## src/rtl/smx_pkg.sv

```systemverilog
// Shared types, constants and a helper function for the stereo mix accumulator.
package smx_pkg;

    // Field widths fixed by the command and result formats.
    localparam int SLOT_W   = 11;
    localparam int SAMPLE_W = 16;
    localparam int CHVOL_W  = 8;
    localparam int MVOL_W   = 9;
    localparam int VOL_W    = 9;
    localparam int PROD_W   = SAMPLE_W + VOL_W + 1;
    localparam int ACC_W    = 32;
    localparam int PCM_W    = 16;
    localparam int VOL_SHIFT = 8;
    localparam int PCM_SHIFT = 8;

    // Master volume after reset: unity gain in Q8.
    localparam logic [MVOL_W-1:0] MASTER_VOL_RESET = 9'd256;

    // Saturation limits of the PCM output, held at the width of the shifted accumulator.
    localparam int SHIFTED_W = ACC_W - PCM_SHIFT;
    localparam logic signed [SHIFTED_W-1:0] SAT_HI = 24'sd32767;
    localparam logic signed [SHIFTED_W-1:0] SAT_LO = -24'sd32768;
    localparam logic signed [PCM_W-1:0]     PCM_MAX = 16'sh7FFF;
    localparam logic signed [PCM_W-1:0]     PCM_MIN = 16'sh8000;

    // Command queue between the front and back ends.
    localparam int Q_DEPTH = 4;
    localparam int Q_PTR_W = 2;
    localparam int Q_CNT_W = 3;

    // Command codes.
    typedef enum logic {
        KIND_ACCUM = 1'b0,
        KIND_DRAIN = 1'b1
    } smx_kind_t;

    // One command as it arrives on the input port.
    typedef struct packed {
        logic                       kind;
        logic [SLOT_W-1:0]          slot;
        logic                       stereo;
        logic signed [SAMPLE_W-1:0] sample_left;
        logic signed [SAMPLE_W-1:0] sample_right;
        logic [CHVOL_W-1:0]         chan_left_vol;
        logic [CHVOL_W-1:0]         chan_right_vol;
    } smx_in_t;

    // One drained slot as it leaves on the result port.
    typedef struct packed {
        logic [SLOT_W-1:0]       out_slot;
        logic signed [PCM_W-1:0] pcm_left;
        logic signed [PCM_W-1:0] pcm_right;
    } smx_out_t;

    // A classified command as it travels through the queue.
    typedef struct packed {
        smx_kind_t                  kind;
        logic [SLOT_W-1:0]          slot;
        logic signed [SAMPLE_W-1:0] sample_l;
        logic signed [SAMPLE_W-1:0] sample_r;
        logic [VOL_W-1:0]           vol_l;
        logic [VOL_W-1:0]           vol_r;
    } smx_op_t;

    // Arithmetic shift right by eight, then saturate to the PCM range.
    function automatic logic signed [PCM_W-1:0] to_pcm(input logic signed [ACC_W-1:0] acc);
        logic signed [SHIFTED_W-1:0] shifted;
        shifted = acc[ACC_W-1:PCM_SHIFT];
        if (shifted > SAT_HI) begin
            return PCM_MAX;
        end
        else if (shifted < SAT_LO) begin
            return PCM_MIN;
        end
        else begin
            return shifted[PCM_W-1:0];
        end
    endfunction

endpackage

```

## src/rtl/smx_queue.sv

```systemverilog
// Short command queue that decouples the front end from the back end.
module smx_queue (
    input  logic                        clk,
    input  logic                        rst_n,
    input  logic                        push,
    input  smx_pkg::smx_op_t            push_data,
    input  logic                        pop,
    output smx_pkg::smx_op_t            pop_data,
    output logic                        empty,
    output logic [smx_pkg::Q_CNT_W-1:0] count
);
    import smx_pkg::*;

    smx_op_t            q_mem_reg [Q_DEPTH];
    logic [Q_PTR_W-1:0] wr_ptr_reg;
    logic [Q_PTR_W-1:0] rd_ptr_reg;
    logic [Q_CNT_W-1:0] count_reg;
    logic [Q_CNT_W-1:0] count_next;

    // Entry storage.
    always_ff @(posedge clk)
    begin
        if (push)
        begin
            q_mem_reg[wr_ptr_reg] <= push_data;
        end
    end

    // Fill level follows pushes and pops.
    always_comb
    begin
        count_next = count_reg;
        unique case ({push, pop})
            2'b10:   count_next = count_reg + 1'b1;
            2'b01:   count_next = count_reg - 1'b1;
            default: count_next = count_reg;
        endcase
    end

    always_ff @(posedge clk or negedge rst_n)
    begin
        if (!rst_n)
        begin
            wr_ptr_reg <= '0;
            rd_ptr_reg <= '0;
            count_reg  <= '0;
        end
        else
        begin
            if (push)
            begin
                wr_ptr_reg <= wr_ptr_reg + 1'b1;
            end
            if (pop)
            begin
                rd_ptr_reg <= rd_ptr_reg + 1'b1;
            end
            count_reg <= count_next;
        end
    end

    assign pop_data = q_mem_reg[rd_ptr_reg];
    assign empty    = (count_reg == '0);
    assign count    = count_reg;

    // The front end must never overfill the queue, and the back end never pops it dry.
    a_no_overflow: assert property (@(posedge clk) disable iff (!rst_n)
        push && !pop |-> count_reg < Q_CNT_W'(Q_DEPTH))
        else $error("command queue overflow");

    a_no_underflow: assert property (@(posedge clk) disable iff (!rst_n)
        pop |-> !empty)
        else $error("command queue underflow");

endmodule

```

## config.mk

```make
export PLATFORM = sky130hd
export DESIGN_NAME = smx_queue
export DESIGN_NICKNAME = d
export VERILOG_FILES = /design/src/rtl/smx_pkg.sv /design/src/rtl/smx_queue.sv
export SDC_FILE = /design/constraint.sdc
export NUM_CORES = 1
export LEC_CHECK = 0
export BUFFER_PORTS_ARGS = -buffer_cell sky130_fd_sc_hd__buf_2
export CORE_ASPECT_RATIO = 0.75
export CORE_MARGIN = 10
export CORE_UTILIZATION = 61
export DETAILED_ROUTE_END_ITERATION = 12
export PLACE_DENSITY = 0.82
export SLEW_MARGIN = 20
export SYNTH_ARGS = -nofsm -noshare
export SYNTH_HDL_FRONTEND = slang
export SYNTH_SLANG_ARGS = --single-unit
```

## constraint.sdc

```tcl
create_clock -name clk -period 5.91 [get_ports clk]
set_input_delay 0.2955 -clock clk [delete_from_list [all_inputs] [get_ports clk]]
set_output_delay 0.2955 -clock clk [all_outputs]
set_load 0.05 [all_outputs]
```

==> run_results.csv <==
group,metric,value,unit
critical_path,worst_setup_path_start_kind,"register",
pwr,net-switching-power,2.44,mW
critical_path,r2r_slack,3690,ps
drt,drtPass1Iterations,5,
synthesis,ys_seq_elements,255,
drt,vias,4364,
sta,maxSlewViolCount,0,
final_layout,final_common_cell,"edfxtp_1",
pwr,p_sw_share,38.8,%
synthesis,syn-instance-count,360,
synthesis,ys_types,17,
drt,drtIter0Drc,288,
floorplanning,num_rows,39,
clocking,path_clk_slew,60,ps
global_route,first_global_vias,4795,
critical_path,crit_path_end_kind,"output pin",
clocking,cts.path.max_buffers,3,
min_path,worstHoldPathCells,1,
clocking,insertion_delay,500,ps
global_route,antenna_found_initial,1,
synthesis,synth_warnings,0,
synthesis,syn-num-nets,432,
pwr,seqPwrFrac,40.7,%
sta,rsz0062_at_grt,"no",
final_layout,syn_to_final_growth,19.3,%
final_layout,nets,613,
final_layout,final_cell_mix,"edfxtp_1 (248), buf_2 (131), mux4_2 (58)",
sta,fin_crit_sh,53.8,%
place,routabilityCongestion,0.736,
global_route,grt_use_met2,28.3,%
critical_path,arrival,2880,ps
global_route,gr-usage-all-layers,17.4,%
sta,clock.fmax,0.315,GHz
critical_path,rr_endpoint,"q_mem_reg[2][36]",
pwr,finalPower,6.29,mW
drt,wire_per_inst,23.7,um
floorplanning,dieArea,20900,sq um
global_route,gr-total-overflow,0,
sta,fin_tns_setup,0,ps
final_layout,final_layout_size_suffix_gt1_share,40.9,%
pwr,internal_power,3.85,mW
global_route,grt_start_max_net_pins,63,
place,hpwl,10600,um
critical_path,crit_fanout,33,
clocking,clkSinkCount,255,
floorplanning,fp.coreArea,15200,sq um
synthesis,syn_area,9410,sq um
clocking,post_cts_buffers,0,
sta,hold_violations,0,
clocking,htree_levels,1,
min_path,worstHoldPathType,"in -> reg",
sta,worstMarginPinSlew,955,ps
min_path,hold_path_startpoint,"push_data[54]",
drt,antenna_left,0,
floorplanning,start_util,62.0,%
critical_path,required,5610,ps
final_layout,largest_reg_flops,248,
critical_path,crit_type,"reg -> out",
floorplanning,die_h,128,um
run_status,outcome,"finished clean",
floorplanning,ios,132,
synthesis,synth_area_per_cell,26.1,sq um
critical_path,crit-reg2reg-launch,"wr_ptr_reg[0]",
synthesis,yosysSeqAreaShare,81.0,%
global_route,gr-usage-met3,4.59,%
global_route,busiest_layer,"met2",
pwr,clockPowerShare,21.6,%
pwr,share_comb_of_total_power,37.8,%
pwr,vdd_ir_drop_max,376,uV
place,io_buffer_count,131,
sta,relSlewSlack,36.3,%
global_route,grt_pass1_wl,28100,um
drt,post-route-drc-count,0,
pwr,power_density,560,nW/um^2
clocking,tritoncts,"done",
job,cap_violations,0,
clocking,cts-root-buf,"clkbuf_16",
min_path,worstHoldEndpoint,"q_mem_reg[2][54]",
sta,min_period,3180,ps
critical_path,ff2ff_path_depth,4,
clocking,cts_buffers,24,
pwr,leakage,3.91,nW
drt,routed_wl,18000,um
drt,vias_per_cell,5.73,
global_route,use_met1,23.4,%
sta,setup_viol,0,
sta,skew,7.03,ps
floorplanning,die_w,163,um
[cell families after synthesis]
logic type / Yosys count / share of synthesized area [%]
AO/OA/AOI/OAI: 2 / 0.106
multiplexers: 62 / 15.0
flip-flops: 255 / 81.0
buffers and inverters: 20 / 2.01
AND/OR/NAND/NOR: 9 / 0.478
adder cells (fa/ha/maj): 6 / 0.877
XOR/XNOR: 6 / 0.558
[final cells by class]
type | instances | area (sq um)
fill | 858 | 3940
multi-input combinational | 85 | 1610
tap | 205 | 256
timing repair buffer | 169 | 1030
sequential | 255 | 7630
inverter | 6 | 22.5
clock inverter | 7 | 33.8
antenna | 1 | 2.50
clock buffer | 33 | 656
[stage by stage]
step           cell area [sq um]  cells  util (%)  setup slack [ps]  hold WS (ps)
4_1_cts                    11200    760      74.0              2640         0.229
3_5_place_dp               10200    686      67.2              3190           139
5_1_grt                    11200    760      74.0              2500          3.88
3_3_place_gp               10200    686      67.2              3170           135
6_report                   11200    761      74.0              2730          13.5
2_1_floorplan               9410    360         -              3400       -0.0911
[layer usage]
layer  routed length, um  part of all wire, %
met1                7200                   40
met3                1500                  8.3
met2                9020                   50
met5                  13                0.072
met4                 292                  1.6
[Yosys cell counts]
master	number	area, sq um
fa_1	1	20.0
buf_12	6	120
o21ai_0	2	10.0
xor2_1	4	35.0
nor2_1	1	3.75
mux4_1	4	105
buf_2	7	35.0
dfrtp_1	7	175
buf_6	1	11.3
nand2_1	3	11.3
nor3_1	1	5.00
inv_1	6	22.5
mux4_2	58	1310
and2_1	4	25.0
xnor2_1	2	17.5
edfxtp_1	248	7450
ha_1	5	62.6
[power by group through the flow]
stage,Combinational [mW],Sequential [mW],Clock [mW]
global route,2.50,2.60,1.45
detailed placement,2.39,2.59,0
finish,2.37,2.56,1.35
global placement,2.37,2.57,0
CTS,2.41,2.56,1.38
floorplan,2.00,2.51,0
[worst max-delay path, cell delays in order (launching register included)]
cell and delay (ps):
dfrtp_4 820, buf_4 640, mux4_1 660, buf_2 240
[how the worst max path moves through the flow]
| stage | startpoint | slack (ps) | to |
|---|---|---|---|
| finish | rd_ptr_reg[0] | 2730 | pop_data[1] |
| global route | rd_ptr_reg[0] | 2500 | pop_data[1] |
| CTS | rd_ptr_reg[0] | 2640 | pop_data[50] |
| detailed placement | rd_ptr_reg[0] | 3190 | pop_data[1] |
| global placement | rd_ptr_reg[0] | 3170 | pop_data[1] |
| floorplan | wr_ptr_reg[0] | 3400 | q_mem_reg[0][0] |
[what timing repair did]
item | 4_1_cts | 5_1_grt
resized for setup | 0 | 0
hold buffers | 34 | 0
endpoints found under the hold margin | 129 | 0
No activity file was read; power rests on OpenSTA's default activity.
