<file path="src/rtl/smx_pkg.sv">
// Shared types, constants and a helper function for the stereo mix accumulator.
package smx_pkg;

    // Field widths fixed by the command and result formats.
    localparam int SLOT_W   = 11;
    localparam int SAMPLE_W = 16;
    localparam int CHVOL_W  = 8;
    localparam int MVOL_W   = 9;
    localparam int VOL_W    = 9;
    localparam int PROD_W   = SAMPLE_W + VOL_W + 1;
    localparam int ACC_W    = 32;
    localparam int PCM_W    = 16;
    localparam int VOL_SHIFT = 8;
    localparam int PCM_SHIFT = 8;

    // Master volume after reset: unity gain in Q8.
    localparam logic [MVOL_W-1:0] MASTER_VOL_RESET = 9'd256;

    // Saturation limits of the PCM output, held at the width of the shifted accumulator.
    localparam int SHIFTED_W = ACC_W - PCM_SHIFT;
    localparam logic signed [SHIFTED_W-1:0] SAT_HI = 24'sd32767;
    localparam logic signed [SHIFTED_W-1:0] SAT_LO = -24'sd32768;
    localparam logic signed [PCM_W-1:0]     PCM_MAX = 16'sh7FFF;
    localparam logic signed [PCM_W-1:0]     PCM_MIN = 16'sh8000;

    // Command queue between the front and back ends.
    localparam int Q_DEPTH = 4;
    localparam int Q_PTR_W = 2;
    localparam int Q_CNT_W = 3;

    // Command codes.
    typedef enum logic {
        KIND_ACCUM = 1'b0,
        KIND_DRAIN = 1'b1
    } smx_kind_t;

    // One command as it arrives on the input port.
    typedef struct packed {
        logic                       kind;
        logic [SLOT_W-1:0]          slot;
        logic                       stereo;
        logic signed [SAMPLE_W-1:0] sample_left;
        logic signed [SAMPLE_W-1:0] sample_right;
        logic [CHVOL_W-1:0]         chan_left_vol;
        logic [CHVOL_W-1:0]         chan_right_vol;
    } smx_in_t;

    // One drained slot as it leaves on the result port.
    typedef struct packed {
        logic [SLOT_W-1:0]       out_slot;
        logic signed [PCM_W-1:0] pcm_left;
        logic signed [PCM_W-1:0] pcm_right;
    } smx_out_t;

    // A classified command as it travels through the queue.
    typedef struct packed {
        smx_kind_t                  kind;
        logic [SLOT_W-1:0]          slot;
        logic signed [SAMPLE_W-1:0] sample_l;
        logic signed [SAMPLE_W-1:0] sample_r;
        logic [VOL_W-1:0]           vol_l;
        logic [VOL_W-1:0]           vol_r;
    } smx_op_t;

    // Arithmetic shift right by eight, then saturate to the PCM range.
    function automatic logic signed [PCM_W-1:0] to_pcm(input logic signed [ACC_W-1:0] acc);
        logic signed [SHIFTED_W-1:0] shifted;
        shifted = acc[ACC_W-1:PCM_SHIFT];
        if (shifted > SAT_HI) begin
            return PCM_MAX;
        end
        else if (shifted < SAT_LO) begin
            return PCM_MIN;
        end
        else begin
            return shifted[PCM_W-1:0];
        end
    endfunction

endpackage

</file>
<file path="src/rtl/smx_front.sv">
// Front end: takes commands, holds the master volume and scales the channel volumes.
module smx_front (
    input  logic                         clk,
    input  logic                         rst_n,
    input  logic                         start,
    output logic                         busy,
    input  smx_pkg::smx_in_t             cmd,
    input  logic                         cfg_valid,
    output logic                         cfg_ready,
    input  logic [smx_pkg::MVOL_W-1:0]   cfg_data,
    input  logic                         clearing,
    input  logic [smx_pkg::Q_CNT_W-1:0]  q_count,
    output logic                         push,
    output smx_pkg::smx_op_t             push_data
);
    import smx_pkg::*;

    logic [MVOL_W-1:0]         master_volume_reg;
    logic                      stage_valid_reg;
    logic                      stage_valid_next;
    smx_op_t                   stage_op_reg;
    smx_op_t                   stage_op_next;
    logic                      accept;
    logic [Q_CNT_W-1:0]        pending;
    logic [CHVOL_W+MVOL_W-1:0] lvol_prod;
    logic [CHVOL_W+MVOL_W-1:0] rvol_prod;

    // The register port never stalls.
    assign cfg_ready = 1'b1;

    always_ff @(posedge clk or negedge rst_n)
    begin
        if (!rst_n)
        begin
            master_volume_reg <= MASTER_VOL_RESET;
        end
        else if (cfg_valid && cfg_ready)
        begin
            master_volume_reg <= cfg_data;
        end
    end

    // Hold off new commands while the buffer clears or the queue has no room left.
    assign pending = q_count + Q_CNT_W'(stage_valid_reg);
    assign busy    = clearing || (pending >= Q_CNT_W'(Q_DEPTH));
    assign accept  = start && !busy;

    // Effective volume is the channel volume times master volume in Q8.
    assign lvol_prod = {{MVOL_W{1'b0}}, cmd.chan_left_vol} * {{CHVOL_W{1'b0}}, master_volume_reg};
    assign rvol_prod = {{MVOL_W{1'b0}}, cmd.chan_right_vol} * {{CHVOL_W{1'b0}}, master_volume_reg};

    // Classify the command; a mono command feeds the left sample to both sides.
    always_comb
    begin
        stage_valid_next       = accept;
        stage_op_next          = stage_op_reg;
        if (accept)
        begin
            stage_op_next.kind     = smx_kind_t'(cmd.kind);
            stage_op_next.slot     = cmd.slot;
            stage_op_next.sample_l = cmd.sample_left;
            stage_op_next.sample_r = cmd.stereo ? cmd.sample_right : cmd.sample_left;
            stage_op_next.vol_l    = lvol_prod[VOL_SHIFT +: VOL_W];
            stage_op_next.vol_r    = rvol_prod[VOL_SHIFT +: VOL_W];
        end
    end

    always_ff @(posedge clk or negedge rst_n)
    begin
        if (!rst_n)
        begin
            stage_valid_reg <= 1'b0;
        end
        else
        begin
            stage_valid_reg <= stage_valid_next;
        end
    end

    always_ff @(posedge clk)
    begin
        stage_op_reg <= stage_op_next;
    end

    assign push      = stage_valid_reg;
    assign push_data = stage_op_reg;

endmodule

</file>
<file path="config.mk">
export PLATFORM = sky130hd
export DESIGN_NAME = smx_front
export DESIGN_NICKNAME = d
export VERILOG_FILES = /design/src/rtl/smx_pkg.sv /design/src/rtl/smx_front.sv
export SDC_FILE = /design/constraint.sdc
export NUM_CORES = 1
export LEC_CHECK = 0
export ABC_AREA = 1
export BUFFER_PORTS_ARGS = -buffer_cell sky130_fd_sc_hd__buf_2
export CAP_MARGIN = 0
export CORE_ASPECT_RATIO = 1.75
export CORE_UTILIZATION = 57
export CTS_CLUSTER_SIZE = 20
export DETAILED_ROUTE_END_ITERATION = 16
export PLACE_DENSITY = 0.89
export SETUP_SLACK_MARGIN = 0.2
export SLEW_MARGIN = 20
export SYNTH_ARGS = -nofsm -noshare
export SYNTH_HDL_FRONTEND = slang
export SYNTH_SLANG_ARGS = --single-unit
export TNS_END_PERCENT = 5
</file>
<file path="constraint.sdc">
create_clock -name clk -period 5.2 [get_ports clk]
set_input_delay 1.04 -clock clk [delete_from_list [all_inputs] [get_ports clk]]
set_output_delay 1.04 -clock clk [all_outputs]
set_load 0.03 [all_outputs]
</file>
==> summary.md <==
| Metric | Value |
|---|---|
| Leak Pwr | `5.19 nW` |
| Die H | `~150 um` |
| Hold slack final | `~530 ps` |
| R2R setup slack | `~630 ps` |
| Die ar. | `0.0135 sq mm` |
| Syn. warnings | `0` |
| CTS tree | `built` |
| Final Cycle Share | `0.894` |
| Critical Path Sink Type | `flip-flop` |
| Initial antenna violation count | `0` |
| Root Driver | `clkbuf_16` |
| Critical path launch point | `cmd[12]` |
| # diodes | `0` |
| Post-Syn Area | `0.00743 sq mm` |
| Worst hold path class | `input pin to asynchronous set/reset pin` |
| Crit path buffers/inverters | `5` |
| Mean Syn Cell Area | `8.51 sq um` |
| Netlist cell types | `27` |
| PostCTS Resize Cnt | `0` |
| Mapped Nets | `1,101` |
| DRT antenna net count | `0` |
| Synth top area share | `0.250` |
| Critical Path RT | `5300 ps` |
| RSZ-0062 raised after global routing | `no` |
| Asr flop ratio synth | `0.139` |
| Crit path max-delay cell type | `fa_1` |
| Top-count cell post-synth | `inv_1` |
| CP startpoint kind | `input pin` |
| Uppermost layer routed | `met4` |
| #FFs+latches synth | `72` |
| Top Family by Delay on Critical Path | `adder cells` |
| Cell count after placement | `1,154` |
| Met2 wire len | `9.79 mm` |
| Slew @ Worst Pin | `682 ps` |
| WL met3 | `1.02 mm` |
| Vias per cell | `5.19` |
| Grt ovf | `0` |
| Initial DRC count | `287` |
| Post-synth EDFFs | `62` |
| Setup CP Type | `input pin to flip-flop` |
| Max-Cap Viols | `0` |
| Final setup viols | `0` |
| Final hold violation count | `0` |
| Headroom to the max-slew limit | `0.545` |
| Clock Sink Count | `72` |
| Postcts setup bufs | `0` |
| First-pass DRT Iterations | `7` |
| Ranking of synthesized cells by area | `edfxtp_1, fa_1, inv_1` |
| Final wirelength | `17.2 mm` |
| Slew Limit Fails | `0` |
| Synth area leader | `edfxtp_1` |
| Worst vdd ir | `458 uV` |
| Syn-to-layout area delta | `15.1%` |
| Drt wl/cell | `14.7 um` |
| Layout cells sized above 1 | `0.196` |
| Fmax | `0.215 GHz` |
| Max incr delay on CP | `550 ps` |
| Core Area | `0.0126 sq mm` |
| H-tree Lvls | `3` |
| Clock Latency Late Sink | `350 ps` |
| First-pass GRT wire length | `28.3 mm` |
| Maximum clock insertion buffer count | `2` |
| Post-route cell area | `0.00856 sq mm` |
| Post-synthesis cell count | `between 800 and 900` |
| PortBufs | `about 140` |
| Largest net degree at the start of global routing | `between 50 and 60` |
| Setup TNS | `0 ps` |
| Crit-path cells | `buf_2 > nand2_1 > fa_1 > fa_1 > inv_1 > fa_1 > inv_1 > fa_1 > inv_1 > ha_1 > nand2_1 > inv_1 > nand3_1 > o21ai_2 > nand3_1 > nand3b_1 > nand2_1` |
| R2R cell count | `16` |
| Reg-to-Reg End | `push_data[17]` |
| Minimum clock period | `4650 ps` |
| Chip width | `88.3 um` |
| Sequential area share after synthesis | `0.284` |
| Initial Utilization | `0.591` |
| Row cnt | `54` |
| Final Skew | `7.17 ps` |
| Routed via count | `6,068` |
| Most frequent cells after synthesis | `inv_1, nand2_1, fa_1, ha_1, edfxtp_1` |
| Crit Path Max Fanout | `9` |
| Total track usage | `0.276` |
| Status | `completed` |
| Ys flop type | `edfxtp_1` |
| I/O Pins | `roughly 140` |
| Total CTS buffers | `9` |
| Number of hold buffers added after CTS | `0` |
| DR DRC count | `0` |
| DP Area | `~0.0083 sq mm` |
| WL met1 | `5.30 mm` |
| Vias in the first global route | `6,490` |
| Final Non-Filler Cells | `1,170` |
| Hpwl dp | `13.6 mm` |
| Clock Pin Slew Worst Setup and Hold Paths | `around 60 ps` |
| Crit path DAT | `about 4800 ps` |
| Post-layout nets | `between 1,000 and 1,500` |
| Worst r2r src | `master_volume_reg[4]` |
| Pwr dens | `454 mW/mm^2` |
| Max FFs per register | `62` |
| Gpl congestion | `0.895` |
-- power by group --
group          switching, mW  total, mW  leakage, nW  internal, mW
sequential            0.0461      0.827        0.687         0.781
clock                  0.282      0.621        0.146         0.338
combinational           1.55       2.44         4.36         0.891
total                   1.88       3.89         5.19          2.01
-- cells in the final DEF (no fill, tap or decap) --
cell / instances
nor2_4: 1
o21ai_2: 2
dfrtp_1: 9
inv_2: 1
nor3_1: 3
inv_8: 3
dfstp_2: 1
nand3_1: 22
inv_6: 2
fa_1: 82
clkbuf_16: 9
xnor2_1: 2
xor2_1: 8
ha_1: 68
nor2_2: 1
a21oi_1: 20
conb_1: 1
o21a_1: 1
nand2_1: 231
nor2_1: 23
mux2_2: 25
o21bai_1: 4
buf_4: 8
edfxtp_1: 62
o21ai_0: 5
nand4_1: 1
clkinv_4: 2
inv_1: 255
nand3b_1: 3
a21o_1: 6
buf_2: 141
-- per-layer routing --
layer,vias up,global-route usage
li1,2818,-
met5,-,0
met3,99,0.0556
met4,0,0.185
met1,2862,0.245
met2,289,0.526
-- cells by family (layout without fill, tap and decap cells) --
kind of cell | count (synthesis) | after routing | synth area share
buffers and inverters | 292 | 421 | 0.150
flip-flops | 72 | 72 | 0.284
other | 1 | 1 | 0.000504
adder cells (fa/ha/maj) | 150 | 150 | 0.335
AO/OA/AOI/OAI | 38 | 38 | 0.0303
XOR/XNOR | 10 | 10 | 0.0118
AND/OR/NAND/NOR | 285 | 285 | 0.150
multiplexers | 25 | 25 | 0.0379
-- worst max path at each step --
stage               cells past startpoint             to  slack [ps]
floorplan                               4   push_data[0]         350
global placement                       17   push_data[8]         310
detailed placement                     17   push_data[8]         220
CTS                                    17   push_data[8]         580
global route                           18   push_data[7]         290
finish                                 17  push_data[17]         550
-- stage by stage --
step                setup slack [ps]  power, mW  utilization
floorplan                        349       2.67            -
global placement                 306       3.13        0.658
detailed placement               222       3.23        0.658
CTS                              578       3.88        0.681
global route                     291       4.25        0.681
finish                           551       3.89        0.681
-- worst register-to-register path, delay by kind of cell (launching register included) --
kind                       cells  cell delay [ps]
adders and majority gates      5             2340
DFF                            1              780
and+or+nand+nor                6              720
AOI/OAI and AO/OA              1              280
buffers and inverters          4              210
-- layout make-up --
| cell class | instances | area [sq um] |
|---|---|---|
| clock buffer | 9 | 225 |
| multi-input combinational | 509 | 4220 |
| fill | 961 | 4010 |
| tap | 168 | 210 |
| inverter | 256 | 961 |
| timing repair buffer | 149 | 766 |
| clock inverter | 7 | 68.8 |
| sequential | 72 | 2110 |
Power figures use the tool's default switching activity.
